[config.mk]
export PLATFORM = sky130hd
export DESIGN_NAME = string_escape_encoder_flat
export DESIGN_NICKNAME = d
export VERILOG_FILES = /design/src/design/sse_pkg.sv /design/src/design/sse_in_if.sv /design/src/design/sse_out_if.sv /design/src/design/sse_encode.sv /design/src/design/sse_emit.sv /design/src/design/string_escape_encoder.sv /design/src/flat_wrapper.sv
export SDC_FILE = /design/constraint.sdc
export NUM_CORES = 1
export LEC_CHECK = 0
export ABC_AREA = 1
export BUFFER_PORTS_ARGS = -buffer_cell sky130_fd_sc_hd__buf_4
export CAP_MARGIN = 20
export CORE_ASPECT_RATIO = 1.5
export CORE_MARGIN = 4
export CORE_UTILIZATION = 62
export CTS_CLUSTER_SIZE = 10
export DETAILED_ROUTE_END_ITERATION = 7
export GPL_TIMING_DRIVEN = 0
export PLACE_DENSITY = 0.82
export SETUP_SLACK_MARGIN = 0.3
export SYNTH_ARGS = -nofsm -noshare
export SYNTH_HDL_FRONTEND = slang
export SYNTH_SLANG_ARGS = --single-unit
[constraint.sdc]
create_clock -name clk -period 4.7 [get_ports clk]
set_input_delay 0.47 -clock clk [delete_from_list [all_inputs] [get_ports clk]]
set_output_delay 0.47 -clock clk [all_outputs]
set_load 0.01 [all_outputs]
[src/design/sse_pkg.sv]
// ----------------------------------------------------------------------------
// sse_pkg
// Shared types, character codes and helpers for the string escape encoder.
// ----------------------------------------------------------------------------
`default_nettype none

package sse_pkg;

	// widths of the fields and the longest run of result words per item
	localparam int unsigned ByteW   = 8;
	localparam int unsigned CapW    = 16;
	localparam int unsigned RunMax  = 5;
	localparam int unsigned RunCntW = 3;

	// capacity after reset
	localparam logic [CapW-1:0] CapReset = 16'd1024;

	// character codes
	localparam logic [ByteW-1:0] ChNul    = 8'h00;
	localparam logic [ByteW-1:0] ChTab    = 8'h09;
	localparam logic [ByteW-1:0] ChLf     = 8'h0A;
	localparam logic [ByteW-1:0] ChCr     = 8'h0D;
	localparam logic [ByteW-1:0] ChQuote  = 8'h22;
	localparam logic [ByteW-1:0] ChBslash = 8'h5C;
	localparam logic [ByteW-1:0] ChLetR   = 8'h72;
	localparam logic [ByteW-1:0] ChLetN   = 8'h6E;
	localparam logic [ByteW-1:0] ChLetT   = 8'h74;
	localparam logic [ByteW-1:0] ChLetX   = 8'h78;
	localparam logic [ByteW-1:0] ChSpace  = 8'h20;
	localparam logic [ByteW-1:0] ChDel    = 8'h7F;
	localparam logic [ByteW-1:0] ChZero   = 8'h30;
	localparam logic [ByteW-1:0] ChHexOfs = 8'h37;  // 'A' - 10

	// one item's result words, waiting to be sent
	typedef struct packed {
		logic [RunMax-1:0][ByteW-1:0] bytes;
		logic [RunCntW-1:0]           cnt;
		logic                         eos;
	} run_t;

	// upper-case hex digit of a nibble
	function automatic logic [ByteW-1:0] hex_digit(input logic [3:0] nib);
		logic [ByteW-1:0] ext;
		ext = {4'd0, nib};
		return (nib < 4'd10) ? (ChZero + ext) : (ChHexOfs + ext);
	endfunction

endpackage

`default_nettype wire

[src/design/sse_in_if.sv]
// ----------------------------------------------------------------------------
// sse_in_if
// Input channel: one source string byte per word.
// ----------------------------------------------------------------------------
`default_nettype none

interface sse_in_if;
	logic       valid;
	logic       ready;
	logic [7:0] in_byte;
	logic       end_of_string;

	modport source (output valid, output in_byte, output end_of_string, input ready);
	modport sink (input valid, input in_byte, input end_of_string, output ready);
endinterface

`default_nettype wire

[src/design/sse_out_if.sv]
// ----------------------------------------------------------------------------
// sse_out_if
// Output channel: one escaped byte or terminator per word.
// ----------------------------------------------------------------------------
`default_nettype none

interface sse_out_if;
	logic       valid;
	logic       ready;
	logic [7:0] out_byte;
	logic       last_of_run;
	logic       is_terminator;

	modport source (output valid, output out_byte, output last_of_run,
		output is_terminator, input ready);
	modport sink (input valid, input out_byte, input last_of_run,
		input is_terminator, output ready);
endinterface

`default_nettype wire

[src/design/sse_encode.sv]
// ----------------------------------------------------------------------------
// sse_encode
// Escapes one source byte, checks it against the buffer capacity and keeps
// the per-string byte count, stop flag and capacity register.
// ----------------------------------------------------------------------------
`default_nettype none

module sse_encode
	import sse_pkg::*;
(
	input  wire logic             clk,
	input  wire logic             arst_n,
	input  wire logic             cfg_wr_en,
	input  wire logic [CapW-1:0]  cfg_wr_data,
	input  wire logic             accept,
	input  wire logic [ByteW-1:0] in_byte,
	input  wire logic             end_of_string,
	output run_t                  run
);

	logic [CapW-1:0] capacity_q;
	logic [CapW-1:0] written_q;
	logic            stopped_q;

	logic [CapW-1:0] limit;
	logic [CapW:0]   wr_ext;
	logic [CapW:0]   lim_ext;
	logic            is_two;
	logic            is_hex;
	logic [ByteW-1:0] letter;
	logic            fits;
	logic [RunCntW-1:0] n_body;
	logic            stop_now;

	// limit leaves one place for the terminator, saturating at zero
	assign limit   = (capacity_q == '0) ? '0 : capacity_q - CapW'(1);
	assign wr_ext  = {1'b0, written_q};
	assign lim_ext = {1'b0, limit};

	// classify the byte
	always_comb begin
		is_two = 1'b1;
		letter = in_byte;
		case (in_byte)
			ChQuote:  letter = ChQuote;
			ChBslash: letter = ChBslash;
			ChCr:     letter = ChLetR;
			ChLf:     letter = ChLetN;
			ChTab:    letter = ChLetT;
			default:  is_two = 1'b0;
		endcase
	end

	assign is_hex = !is_two && ((in_byte < ChSpace) || (in_byte > ChDel));

	// fit check and result words
	always_comb begin
		run       = '0;
		n_body    = '0;
		fits      = 1'b0;
		stop_now  = 1'b0;
		if (!stopped_q) begin
			if (in_byte == ChNul) begin
				stop_now = 1'b1;
			end else if (is_two) begin
				fits = (wr_ext + (CapW+1)'(2)) < lim_ext;
				if (fits) begin
					run.bytes[0] = ChBslash;
					run.bytes[1] = letter;
					n_body       = RunCntW'(2);
				end
			end else if (is_hex) begin
				fits = (wr_ext + (CapW+1)'(4)) < lim_ext;
				if (fits) begin
					run.bytes[0] = ChBslash;
					run.bytes[1] = ChLetX;
					run.bytes[2] = hex_digit(in_byte[7:4]);
					run.bytes[3] = hex_digit(in_byte[3:0]);
					n_body       = RunCntW'(4);
				end
			end else begin
				fits = wr_ext < lim_ext;
				if (fits) begin
					run.bytes[0] = in_byte;
					n_body       = RunCntW'(1);
				end
			end
			if (in_byte != ChNul && !fits) begin
				stop_now = 1'b1;
			end
		end
		// terminator sits right after the body; its byte is already zero
		run.cnt = n_body + RunCntW'(end_of_string);
		run.eos = end_of_string;
	end

	// string state and capacity register
	always_ff @(posedge clk or negedge arst_n) begin
		if (!arst_n) begin
			capacity_q <= CapReset;
			written_q  <= '0;
			stopped_q  <= 1'b0;
		end else begin
			if (cfg_wr_en) begin
				capacity_q <= cfg_wr_data;
			end
			if (accept) begin
				if (end_of_string) begin
					written_q <= '0;
					stopped_q <= 1'b0;
				end else begin
					written_q <= written_q + CapW'(n_body);
					if (stop_now) begin
						stopped_q <= 1'b1;
					end
				end
			end
		end
	end

endmodule

`default_nettype wire

[src/design/sse_emit.sv]
// ----------------------------------------------------------------------------
// sse_emit
// Holds one item's run of result words and sends them one per cycle through
// the output register while the output channel is ready.
// ----------------------------------------------------------------------------
`default_nettype none

module sse_emit
	import sse_pkg::*;
(
	input  wire logic  clk,
	input  wire logic  arst_n,
	input  wire logic  load,
	input  wire run_t  run,
	output logic       load_ready,
	sse_out_if.source  out_ch
);

	run_t               run_s1;
	logic [RunCntW-1:0] pos_q;
	logic               busy_q;

	logic               out_valid_q;
	logic [ByteW-1:0]   out_byte_q;
	logic               out_last_q;
	logic               out_term_q;

	logic               out_adv;
	logic               at_last;
	logic               send;

	assign out_adv    = !out_valid_q || out_ch.ready;
	assign at_last    = (pos_q == run_s1.cnt - RunCntW'(1));
	assign send       = busy_q && out_adv;
	assign load_ready = !busy_q || (out_adv && at_last);

	// run buffer
	always_ff @(posedge clk or negedge arst_n) begin
		if (!arst_n) begin
			busy_q <= 1'b0;
			pos_q  <= '0;
		end else begin
			if (load) begin
				busy_q <= 1'b1;
				pos_q  <= '0;
			end else if (send) begin
				pos_q <= pos_q + RunCntW'(1);
				if (at_last) begin
					busy_q <= 1'b0;
				end
			end
		end
	end

	always_ff @(posedge clk) begin
		if (load) begin
			run_s1 <= run;
		end
	end

	// output register
	always_ff @(posedge clk or negedge arst_n) begin
		if (!arst_n) begin
			out_valid_q <= 1'b0;
		end else if (out_adv) begin
			out_valid_q <= busy_q;
		end
	end

	always_ff @(posedge clk) begin
		if (send) begin
			out_byte_q <= run_s1.bytes[pos_q];
			out_last_q <= at_last;
			out_term_q <= at_last && run_s1.eos;
		end
	end

	assign out_ch.valid         = out_valid_q;
	assign out_ch.out_byte      = out_byte_q;
	assign out_ch.last_of_run   = out_last_q;
	assign out_ch.is_terminator = out_term_q;

endmodule

`default_nettype wire

[src/design/string_escape_encoder.sv]
// ----------------------------------------------------------------------------
// string_escape_encoder
// Escapes a C string byte stream into quoted/hex form with a capacity limit
// and a closing zero terminator.
// ----------------------------------------------------------------------------
// channel   dir  handshake     payload
// in_ch     in   valid/ready   in_byte[7:0], end_of_string
// out_ch    out  valid/ready   out_byte[7:0], last_of_run, is_terminator
// cfg       in   cfg_wr_en     cfg_wr_data[15:0] (out_capacity)
//
// a word is taken every cycle while each produces at most one output byte and
// the output is not stalled; an escape or terminator holds the input while
// the single output register sends its extra bytes, one byte per cycle while
// the output is ready. words that produce nothing load nothing into the run buffer.
// the first output byte passes through the run buffer and then the output register.
// reset clears the string state and sets the capacity to 1024.
// ----------------------------------------------------------------------------
`default_nettype none

module string_escape_encoder
	import sse_pkg::*;
(
	input  wire logic            clk,
	input  wire logic            arst_n,
	input  wire logic            cfg_wr_en,
	input  wire logic [CapW-1:0] cfg_wr_data,
	sse_in_if.sink               in_ch,
	sse_out_if.source            out_ch
);

	run_t run;
	logic load_ready;
	logic accept;
	logic load;

	// a word is taken whenever the run buffer can take its results
	assign in_ch.ready = load_ready;
	assign accept      = in_ch.valid && load_ready;
	assign load        = accept && (run.cnt != '0);

	sse_encode u_encode (
		.clk           (clk),
		.arst_n        (arst_n),
		.cfg_wr_en     (cfg_wr_en),
		.cfg_wr_data   (cfg_wr_data),
		.accept        (accept),
		.in_byte       (in_ch.in_byte),
		.end_of_string (in_ch.end_of_string),
		.run           (run)
	);

	sse_emit u_emit (
		.clk        (clk),
		.arst_n     (arst_n),
		.load       (load),
		.run        (run),
		.load_ready (load_ready),
		.out_ch     (out_ch)
	);

endmodule

`default_nettype wire
[src/flat_wrapper.sv]
// flat-port wrapper written by rule: the top's interface ports become plain ports
module string_escape_encoder_flat import sse_pkg::*;
  (clk, arst_n, cfg_wr_en, cfg_wr_data, in_ch_valid, in_ch_in_byte, in_ch_end_of_string, in_ch_ready, out_ch_valid, out_ch_out_byte, out_ch_last_of_run, out_ch_is_terminator, out_ch_ready);
  sse_in_if in_ch_i ();
  sse_out_if out_ch_i ();
  input  wire logic clk;
  input  wire logic arst_n;
  input  wire logic cfg_wr_en;
  input  wire logic [CapW-1:0] cfg_wr_data;
  input wire logic [$bits(in_ch_i.valid)-1:0] in_ch_valid;
  input wire logic [$bits(in_ch_i.in_byte)-1:0] in_ch_in_byte;
  input wire logic [$bits(in_ch_i.end_of_string)-1:0] in_ch_end_of_string;
  output wire logic [$bits(in_ch_i.ready)-1:0] in_ch_ready;
  output wire logic [$bits(out_ch_i.valid)-1:0] out_ch_valid;
  output wire logic [$bits(out_ch_i.out_byte)-1:0] out_ch_out_byte;
  output wire logic [$bits(out_ch_i.last_of_run)-1:0] out_ch_last_of_run;
  output wire logic [$bits(out_ch_i.is_terminator)-1:0] out_ch_is_terminator;
  input wire logic [$bits(out_ch_i.ready)-1:0] out_ch_ready;
  assign in_ch_i.valid = in_ch_valid;
  assign in_ch_i.in_byte = in_ch_in_byte;
  assign in_ch_i.end_of_string = in_ch_end_of_string;
  assign in_ch_ready = in_ch_i.ready;
  assign out_ch_valid = out_ch_i.valid;
  assign out_ch_out_byte = out_ch_i.out_byte;
  assign out_ch_last_of_run = out_ch_i.last_of_run;
  assign out_ch_is_terminator = out_ch_i.is_terminator;
  assign out_ch_i.ready = out_ch_ready;
  string_escape_encoder u_core (.clk(clk), .arst_n(arst_n), .cfg_wr_en(cfg_wr_en), .cfg_wr_data(cfg_wr_data), .in_ch(in_ch_i), .out_ch(out_ch_i));
endmodule
# ---- Yosys cells after proc, flatten, opt, wreduce, memory -nomap -nowiden
# Index checks and enable logic that the tools add are counted.
dict set report totals {
  ff_bits 82
  elab_cells 103
  input_bits 30
  out_inout_bits 12
}
dict set report classes {
  n_bitwise 2
  magnitude_cmp 8
  mux 35
  n_addsub 11
  eq_ne 6
  reduce_logical 26
}
# cell count
set op_table {}
lappend op_table {{16-bit 2-to-1 mux} 4}
lappend op_table {{8-bit one-hot mux with 5 select lines} 1}
lappend op_table {{17-bit by 16-bit < comparator with 1-bit output} 2}
lappend op_table {{8-bit 2-to-1 mux} 4}
lappend op_table {{6-bit by 4-bit adder with 7-bit output, first input constant} 4}
lappend op_table {{8-bit binary-select mux with 3-bit select} 1}
lappend op_table {{8-bit by 4-bit == test with 1-bit output, second input constant} 3}
lappend op_table {{3-bit 2-to-1 mux} 7}
lappend op_table {{16-bit by 2-bit adder with 17-bit output, second input constant} 1}
lappend op_table {{16-bit by 3-bit adder with 17-bit output, second input constant} 1}
lappend op_table {{16-bit by 3-bit adder with 16-bit output} 1}
lappend op_table {{16-bit zero test} 1}
lappend op_table {{16-bit < comparator} 1}
lappend op_table {{16-bit by 1-bit subtractor with 16-bit output, second input constant} 1}
lappend op_table {{15-bit 2-to-1 mux} 1}
lappend op_table {{1-bit 2-to-1 mux} 14}
lappend op_table {{7-bit 2-to-1 mux} 2}
lappend op_table {{5-bit OR reduction} 2}
lappend op_table {{8-bit by 6-bit == test with 1-bit output, second input constant} 1}
lappend op_table {{8-bit by 7-bit == test with 1-bit output, second input constant} 1}
lappend op_table {{8-bit by 7-bit > comparator with 1-bit output, second input constant} 1}
lappend op_table {{8-bit zero test} 1}
lappend op_table {{4-bit < comparator, second input constant} 2}
lappend op_table {{8-bit by 6-bit < comparator with 1-bit output, second input constant} 1}
lappend op_table {{15 further kinds} 30}

# ---- Longest topological paths before layout
# Gate-level depths: netlist of run 1.
dict set report depth {
  ltp_word 15
  mapped_depth 31
  ltp_nobuf 30
}

# ---- By module
# A second synthesis of run 1 with hierarchy kept.
dict set report hier_totals {
  hier_cells 805
  area_unflattened_um2 6556.3
}
# module seq_area_each_um2 cells_per_inst area_per_inst_um2 n_inst
set modules_own_cells {}
lappend modules_own_cells {sse_encode 827.0 616 4207.8 1}
lappend modules_own_cells {sse_emit 1746.7 184 2324.7 1}
lappend modules_own_cells {string_escape_encoder 0.0 5 23.8 1}

# ---- Worst setup path before layout of run 1
# Ideal clock, no wire load.
dict set report synth_timing {
  path_type {reg-to-reg}
  start {reg u_core.u_encode.capacity_q[0]}
  end {reg u_core.u_emit.run_s1[0] (netlist name), enable pin}
  setup_slack_ns 0.445
  period_less_slack_ns 4.255
  t_arrival_ns 3.867
  setup_time_ns 0.389
  t_required_ns 4.311
  path_stages_with_launch 22
  path_cell_list {dfrtp_1 > inv_1 > ha_1 > nand2_1 > nor2_1 > nand2_1 > nor3_1 > clkinv_1 > nand3_1 > ha_1 > a21oi_1 > nand3b_1 > a21oi_1 > nor3_2 > nand2_1 > inv_1 > ha_1 > ha_1 > nand2_1 > nand3_1 > nand2_1 > inv_1}
}
dict set report synth_via {
  elab_chain_len 11
}
# item line_no
set synth_lines {}
lappend synth_lines {{start: declaration} sse_encode.sv:21} ;# logic [CapW-1:0] capacity_q;
lappend synth_lines {{start signal: assignment} sse_encode.sv:100} ;# capacity_q <= CapReset;
lappend synth_lines {{start signal: assignment} sse_encode.sv:105} ;# capacity_q <= cfg_wr_data;
lappend synth_lines {{16-bit by 1-bit subtractor with 16-bit output or 16-bit zero test (tied branches)} sse_encode.sv:36} ;# assign limit = (capacity_q == '0) ? '0 : capacity_q - CapW'(1);
lappend synth_lines {{16-bit 2-to-1 mux *} sse_encode.sv:36}
lappend synth_lines {{17-bit by 16-bit < comparator with 1-bit output or 16-bit < comparator (tied branches)} {sse_encode.sv:73, sse_encode.sv:82}}
lappend synth_lines {{3-bit 2-to-1 mux or 1-bit 2-to-1 mux (tied branches)} {sse_encode.sv:74, sse_encode.sv:83}}
lappend synth_lines {{3-bit 2-to-1 mux} sse_encode.sv:72} ;# end else if (is_hex) begin
lappend synth_lines {{3-bit 2-to-1 mux *} sse_encode.sv:65} ;# end else if (is_two) begin
lappend synth_lines {{3-bit 2-to-1 mux *} sse_encode.sv:63} ;# if (in_byte == ChNul) begin
lappend synth_lines {{3-bit 2-to-1 mux *} sse_encode.sv:62} ;# if (!stopped_q) begin
lappend synth_lines {{3-bit by 1-bit adder with 3-bit output *} sse_encode.sv:93} ;# run.cnt = n_body + RunCntW'(end_of_string);
lappend synth_lines {{3-bit nonzero test *} string_escape_encoder.sv:39} ;# assign load = accept && (run.cnt != '0);
lappend synth_lines {{1-bit logical AND *} string_escape_encoder.sv:39}
lappend synth_lines {{via u_core.load} string_escape_encoder.sv:34} ;# logic load;
lappend synth_lines {{end signal: assignment} sse_emit.sv:57} ;# run_s1 <= run;
lappend synth_lines {{end: declaration} sse_emit.sv:19} ;# run_t run_s1;
# The timed path passes the listed nets; every way through them passes the cells marked *.
# A chain may end at the register's enable or synchronous reset.

# ---- Final worst setup path of run 1
dict set report layout_timing {
  start {reg u_core.u_encode.capacity_q[4]}
  end {reg u_core.u_encode.written_q[11]}
}
dict set report layout_via {
  elab_chain_len 10
}
# item line_no
set layout_lines {}
lappend layout_lines {{16-bit by 1-bit subtractor with 16-bit output or 16-bit zero test (tied branches)} sse_encode.sv:36}
lappend layout_lines {{16-bit 2-to-1 mux *} sse_encode.sv:36}
lappend layout_lines {{17-bit by 16-bit < comparator with 1-bit output or 16-bit < comparator (tied branches)} {sse_encode.sv:73, sse_encode.sv:82}}
lappend layout_lines {{3-bit 2-to-1 mux or 1-bit 2-to-1 mux (tied branches)} {sse_encode.sv:74, sse_encode.sv:83}}
lappend layout_lines {{3-bit 2-to-1 mux} sse_encode.sv:72}
lappend layout_lines {{3-bit 2-to-1 mux *} sse_encode.sv:65}
lappend layout_lines {{3-bit 2-to-1 mux *} sse_encode.sv:63}
lappend layout_lines {{3-bit 2-to-1 mux *} sse_encode.sv:62}
lappend layout_lines {{16-bit by 3-bit adder with 16-bit output *} sse_encode.sv:112} ;# written_q <= written_q + CapW'(n_body);
lappend layout_lines {{16-bit 2-to-1 mux *} sse_encode.sv:108} ;# if (end_of_string) begin
lappend layout_lines {{end signal: assignment} sse_encode.sv:112}
lappend layout_lines {{end: declaration} sse_encode.sv:22} ;# logic [CapW-1:0] written_q;
# Mark *: on every way between the ends. The rest lies on a longest branch, timed or not.

==> run metrics, run 1 <==
area delta synth->final=26.8%; FILL cells=580; Comb pwr share=45.2%; routed wire length=19900 microns; worst vdd ir=0.000445 V; RSZ-0062 raised after global routing=true; status=finished clean; Post-synth EDFFs=44; n_diodes=0; Final Hold Fails=0; Max-Cap Viols=0; layout cells sized above 1=about 26%; Tmin final=4.54 ns; Synth Register Bits=82; hpwl dp=12900 microns; CORE AREA=9630 sq um; cell count after placement=917; clk slew on worst S/H paths=0.07 ns; Setup crit end=u_core.u_encode.written_q[11]; Int Pwr=2.07 mW; Final period util=between 90% and 100%; Setup violations, final=0; DP Worst Slack=-0.646 ns; Reg2Reg Depth=28; vias post-DR=roughly 6000; die width=88.8 microns; FP Rows=44; drt first pass iters=8; Critical Path AT=4.79 ns; R2R Setup Slk=around 0.16 ns; Switching Fraction=40.0%; P_leak=3.66 nW; worst-path maximum fanout=7; RR Startpoint=u_core.u_encode.capacity_q[4]; part of the power in registers=32.2%; GRT Util Overall=31.6%; drt wl/cell=20.5 microns; crit path kind=flip-flop to flip-flop; Async S/R FF share, synth=46.3%; final worst slack=0.164 ns; Finished Layout Cells=975; NumNets Final=948; Synth cell types=between 40 and 50; slowest cell on the critical path=dfrtp_1; global-route wire length before repair=about 27000 microns; Remaining Overflow, GRT=0; sequential area share after synthesis=between 30 and 40%; Layout Skew=about 0.007 ns; commonest cells after routing, fill and taps aside=nand2_1 (135), nor2_1 (83), buf_4 (75), inv_1 (73), ha_1 (56); Worst Setup SP=u_core.u_encode.capacity_q[4]; PortBufs=40; Setup crit start kind=flip-flop; mapped cell area=6080 sq um; CTS tree=built; hold_buf cts=0; cell area after layout=about 7700 sq um; largest net degree at the start of global routing=39; Primary FF master, synth=edfxtp_1; CP peak stage delay=0.41 ns; Setup crit end kind=flip-flop; Rel. slew slack=between 50% and 60%; cts bufs inserted=9; FMAX=around 220 MHz; I/O pin total=42; gpl congestion=1.02; CP required=4.96 ns; Die Y=129 microns; final hold slack=0.0937 ns; deepest clock path buffer count=2; Initial Utilization=63.1%; Root Buffer=clkbuf_16; cell count after synthesis=759; Hold WC Path Type=input port to asynchronous set/reset pin; Worst-Skew Late Latency=0.36 ns; initial antenna violation count=0; Sink Count=82; commonest non-fill, non-tap cell in the layout=nand2_1; post-route ant nets=0; fin. max-slew vios=0; yosys warns=0; Clk network pwr share=a little under a quarter; Syn Area/Cell=8.01 sq um; Area after DPL=6560 sq um; drt drc=0; pwr/cell area=447 nW/um^2; P_sw=around 1.4 mW; first-iteration detailed-routing DRC count=roughly 560; Overall Power=3.44 mW; R2R Path End=u_core.u_encode.written_q[11]; slew of the pin with the lowest slew margin=0.702 ns; number of global-route vias before repair=between 5000 and 6000; vias per std cell=around 6.2; die footprint=11500 sq um; # H-tree levels=3
[kinds of logic (layout without fill, tap and decap cells)]
family / count (synthesis) / count (layout) / synth area share [%]
muxes: 3 / 3 / 0.556
other: 1 / 3 / 0.0617
adders and majority gates: 63 / 63 / 13.1
xor gates and xnor gates: 43 / 43 / 6.20
buffers and inverters: 108 / 207 / 7.17
AOI/OAI and AO/OA: 108 / 108 / 9.72
and+or+nand+nor: 351 / 351 / 25.8
DFF: 82 / 82 / 37.4
[cell usage after synthesis (3+ instances only)]
cell,number,share of area [%]
nand2_2,7,0.72
nand3_1,42,3.5
o31ai_1,7,0.86
or2_2,3,0.31
nand2_1,153,9.5
nor2_4,3,0.56
nor4_1,3,0.31
ha_1,62,13
edfxtp_1,44,22
o21ai_0,42,3.5
nand4_1,15,1.5
o21ai_1,7,0.58
inv_1,85,5.3
buf_2,6,0.49
nor3_1,13,1.1
buf_4,4,0.49
xor2_1,37,5.3
nor2_1,95,5.9
dfrtp_1,37,15
nor2_2,5,0.51
nor3_2,4,0.66
inv_2,3,0.19
clkbuf_1,7,0.43
xnor2_1,6,0.86
a21oi_1,41,3.4
mux2_2,3,0.56
[sequential cells by signal (all words and copies together) (netlist names)]
register	flops
u_core.u_emit.out_ch.valid	1
u_core.u_encode.stopped_q	1
u_core.u_emit.pos_q	3
u_core.u_encode.written_q	16
u_core.u_emit.out_ch.is_terminator	1
u_core.u_encode.capacity_q	16
u_core.u_emit.busy_q	1
u_core.u_emit.run_s1	34
u_core.u_emit.out_ch.last_of_run	1
u_core.u_emit.out_ch.out_byte	8
[worst max-delay path, delay by kind of cell (launching register included)]
family | cells | cell delay, ns
and+or+nand+nor | 13 | 1.55
AOI/OAI and AO/OA | 3 | 0.75
buffers and inverters | 8 | 0.74
adders and majority gates | 2 | 0.57
DFF | 1 | 0.41
xor gates and xnor gates | 2 | 0.40
[stage by stage]
| step | TNS (ns) | utilization [%] |
|---|---|---|
| finish | 0 | 80.0 |
| global route | 0 | 80.0 |
| CTS | 0 | 73.8 |
| detailed placement | -7.00 | 68.0 |
| global placement | -18.92 | 67.8 |
| floorplan | 0 | - |
[worst min-delay path by stage]
stage / start / end / slack, ns / cells past startpoint
after floorplan: arst_n / u_core.u_emit.busy_q / 0.17 / 0
after global placement: arst_n / u_core.u_encode.capacity_q[15] / 0.47 / 1
after detailed placement: arst_n / u_core.u_encode.capacity_q[12] / 0.47 / 1
after CTS: arst_n / u_core.u_encode.capacity_q[12] / 0.11 / 1
after global routing: arst_n / u_core.u_encode.capacity_q[15] / 0.13 / 1
final: arst_n / u_core.u_encode.capacity_q[12] / 0.09 / 1
[per-layer routing]
metal  global-route usage (%)  wire length, microns
met4                     23.3                  2170
met5                        0                     0
met2                     58.7                 10200
met3                     5.15                  1390
met1                     30.0                  6180
[area by class of cell]
cell class | count | area (sq um) | area share [%]
Sequential cell | 82 | 2280 | 29.6
Tap cell | 115 | 144 | 1.87
Clock buffer | 12 | 268 | 3.48
Timing Repair Buffer | 82 | 698 | 9.06
Timing Repair inverter | 1 | 3.75 | 0.0487
Buffer | 18 | 108 | 1.40
Clock inverter | 4 | 55.1 | 0.715
Inverter | 90 | 359 | 4.66
Multi-Input combinational cell | 571 | 3790 | 49.2
[power groups by stage]
stage / sequential [mW] / clock [mW] / combinational, mW
after floorplan: 1.11 / 0 / 0.763
after global placement: 1.11 / 0 / 1.12
after detailed placement: 1.11 / 0 / 1.18
after CTS: 1.11 / 0.760 / 1.26
after global routing: 1.12 / 0.801 / 1.68
final: 1.11 / 0.778 / 1.55
[what timing repair did]
action	4_1_cts	5_1_grt
pin swaps	7	40
cloned	1	3
endpoints found under the setup margin	48	48
setup buffers	11	27
resized for setup	38	83
No activity file was read; power rests on OpenSTA's default activity.
==> run 2, diff against run 1 <==
--- a/config.mk
+++ b/config.mk
@@ -5,7 +5,6 @@
 export SDC_FILE = /design/constraint.sdc
 export NUM_CORES = 1
 export LEC_CHECK = 0
-export ABC_AREA = 1
 export BUFFER_PORTS_ARGS = -buffer_cell sky130_fd_sc_hd__buf_4
 export CAP_MARGIN = 20
 export CORE_ASPECT_RATIO = 1.5
==> run 2 against run 1 <==
  * The flow now finishes with violations (setup timing)
  * Via count down 16%
  * Clock-buffer cell count unchanged
  * Critical endpoint is now u_core.u_encode.written_q[14]
  * Total power down 18%
  * Sequential share of layout area up 1.6 points
  * Sequential power down 7%
  * Die area down 2.5%
  * Critical path type unchanged
  * Clock power down 0.5%
  * Non-clock buffer count up 2
  * Critical path depth down 8
==> run metrics, run 2 <==
mapped cell area=5910 sq um (-2.7%); Layout Skew=0.00759 ns (+0.000508 ns); Max-Cap Viols=0 (unchanged); failing checks=setup timing; Initial Utilization=63.5% (+0.45 points); max reg flops=34 (unchanged); hold_buf cts=0 (unchanged); top-count cell post-synth=ha_1; commonest cells after routing, fill and taps aside=buf_4 (65), ha_1 (58), nand2_1 (52), edfxtp_1 (44), nor2_1 (42); NumNets Final=765 (-19%); routed wire length=16300 microns (-18%); area share of the largest cell type after synthesis=22.3% (+0.60 points); yosys warns=0 (unchanged); gpl congestion=0.967 (-5.2%); Remaining Overflow, GRT=0 (unchanged); Worst-Skew Late Latency=0.35 ns (about the same); area delta synth->final=23.4%; initial antenna violation count=0 (unchanged); vias per std cell=6.40 (+3.7%); die width=87.7 microns (-1.2%); deepest clock path buffer count=2 (unchanged); post-synth top area cell=edfxtp_1; final worst slack=-0.335 ns (-0.499 ns); FP Rows=43 (-2.3%); Multi-input gate area=3740 sq um (-1.5%); crit path kind=flip-flop to flip-flop; Post-synth EDFFs=44 (unchanged); worst vdd ir=0.000460 V (+3.2%); Rel. slew slack=53.7% (+0.54 points); vias post-DR=5053 (-16%); I/O pin total=42 (unchanged); cell count after synthesis=580 (-24%); PortBufs=40 (unchanged); Final period util=107% (+11 points); R2R Setup Slk=-0.34 ns (-0.50 ns); Setup crit start kind=flip-flop; Tmin final=5.04 ns (+0.499 ns); Final Hold Fails=0 (unchanged); # H-tree levels=3 (unchanged); Async S/R FF share, synth=46.3% (unchanged); Primary FF master, synth=edfxtp_1; first-iteration detailed-routing DRC count=245 (-56%); top post-synthesis cells by area=edfxtp_1 (22%), dfrtp_1 (16%), ha_1 (13%); cell area after layout=7300 sq um (-5.3%); sequential area share after synthesis=38.5% (+1.0 points); die footprint=11200 sq um (-2.5%); cts bufs inserted=9 (unchanged); number of global-route vias before repair=5291 (-5.4%); GRT Util Overall=30.3% (-1.4 points); CORE AREA=9310 sq um (-3.4%); drt wl/cell=20.7 microns (+1.3%); top post-synthesis cells by count=ha_1 (62), nand2_1 (54), nor2_1 (46); Synth Register Bits=82 (unchanged); Setup crit end kind=flip-flop; Syn Area/Cell=10.2 sq um (+27%); Synth cell types=73 (+62%); Sink Count=82 (unchanged); Root Buffer=clkbuf_16; Top reg by flops=u_core.u_emit.run_s1; commonest non-fill, non-tap cell in the layout=buf_4; status=finished, violations left; Area after DPL=6450 sq um (-1.5%); worst-path maximum fanout=4 (-3); hpwl dp=11400 microns (-12%); Hold WC Path Type=input port to asynchronous set/reset pin; post-route ant nets=0 (unchanged); slew of the pin with the lowest slew margin=0.689 ns (-0.0134 ns); largest net degree at the start of global routing=39 (unchanged); FILL cells=594 (+2.4%); fin. max-slew vios=0 (unchanged); Die Y=128 microns (-1.3%); global-route wire length before repair=25600 microns (-5.9%); Critical Path AT=5.28 ns (+0.49 ns); n_diodes=0 (unchanged); Setup violations, final=51 (+51); clk slew on worst S/H paths=0.06 ns (about the same); drt drc=0 (unchanged); P_leak=3.15 nW (-14%); CP required=4.94 ns (-0.02 ns); layout cells sized above 1=27.2% (+1.6 points); final hold slack=0.104 ns (+0.0102 ns); FMAX=199 MHz (-9.9%); CTS tree=built; drt first pass iters=5 (-3); pwr/cell area=387 nW/um^2 (-13%); Reg area=2280 sq um (about the same); RSZ-0062 raised after global routing=true; Largest regs=u_core.u_emit.run_s1 (34), u_core.u_encode.capacity_q (16), u_core.u_encode.written_q (16)
run 2: cell types whose count changed after synthesis, moves of 11 or more:
cell,previous run,this run
nand2_1,153,54
a21oi_1,41,26
nand3_1,42,20
xnor2_1,6,21
mux2_2,3,14
o21ai_0,42,27
clkbuf_1,7,18
nor2b_1,0,12
nor2_1,95,46
inv_1,85,15
run 2: cell type report:
class                      instances  share of cell area (%)
multi-input combinational        462                    51.2
sequential                        82                    31.2
timing repair buffer              74                    8.30
clock buffer                      12                    3.38
buffer                            28                    2.21
tap                              112                    1.92
clock inverter                     4                    1.05
inverter                          15                   0.771
run 2: cell families (layout without fill, tap and decap cells):
| logic type | Yosys count | in the layout | synth area share [%] |
|---|---|---|---|
| mux | 23 | 23 | 5.67 |
| simple gates | 219 | 224 | 19.3 |
| flops | 82 | 82 | 38.5 |
| compound gates | 100 | 100 | 12.0 |
| xor+xnor | 49 | 49 | 7.51 |
| other cells | 1 | 3 | 0.0634 |
| buf+inv | 43 | 133 | 3.53 |
| fa+ha+maj | 63 | 63 | 13.5 |
run 2: worst max-delay path, cell delays in order, from the launching register on:
cell	delay, ns
dfrtp_1	0.38
or4_4	0.56
or3_4	0.43
or4_4	0.44
nor3_2	0.19
a21oi_2	0.09
ha_1	0.31
nand4_1	0.13
or4_4	0.45
a211o_1	0.27
nand4_1	0.14
or2_4	0.16
nor2_4	0.06
fa_2	0.42
a21o_1	0.21
nand4_1	0.12
buf_6	0.15
nor2_4	0.04
a31oi_1	0.17
o21ai_1	0.11
o31ai_1	0.11
run 2: timing repair:
action | in CTS | in global routing
gates cloned | 5 | 0
pin swaps | 21 | 13
resized for setup | 38 | 17
endpoints found under the setup margin | 57 | 55
setup buffers | 25 | 9
run 2: routing by layer:
layer,wire length [microns],GRT usage [%],part of all wire [%],up-vias
met1,5270,27.8,32,2406
met4,1220,22.9,7.4,0
met2,9090,57.0,56,221
met3,772,4.58,4.7,96
li1,-,-,-,2330
met5,0,0,0,-
run 2: worst paths after layout:
kind,startpoint,end,cells past startpoint
min in group clk,cfg_wr_data[0],u_core.u_encode.capacity_q[0],3
setup / recovery,u_core.u_encode.capacity_q[7],u_core.u_encode.written_q[14],20
setup reg to reg,u_core.u_encode.capacity_q[7],u_core.u_encode.written_q[14],20
hold / removal,arst_n,u_core.u_encode.capacity_q[14],1
hold reg to reg,u_core.u_emit.busy_q,u_core.u_emit.out_ch.valid,1
max in group asynchronous,arst_n,u_core.u_encode.written_q[1],1
run 2: power by group:
| group | switching, mW | internal (mW) | total (mW) |
|---|---|---|---|
| logic | 0.548 | 0.476 | 1.02 |
| registers | 0.0860 | 0.943 | 1.03 |
| clock network | 0.293 | 0.481 | 0.774 |
run 2: stage by stage:
| stage | instances | utilization (%) | total power [mW] | setup TNS [ns] | worst slack [ns] |
|---|---|---|---|---|---|
| after floorplan | 582 | - | 1.64 | 0 | 0.0152 |
| final | 789 | 78.4 | 2.83 | -9.16 | -0.335 |
| after detailed placement | 734 | 69.4 | 1.93 | -31.34 | -0.902 |
| after global routing | 789 | 78.4 | 2.96 | -15.48 | -0.461 |
| after CTS | 780 | 77.1 | 2.79 | -7.54 | -0.245 |
| after global placement | 734 | 69.4 | 1.88 | -26.80 | -0.757 |
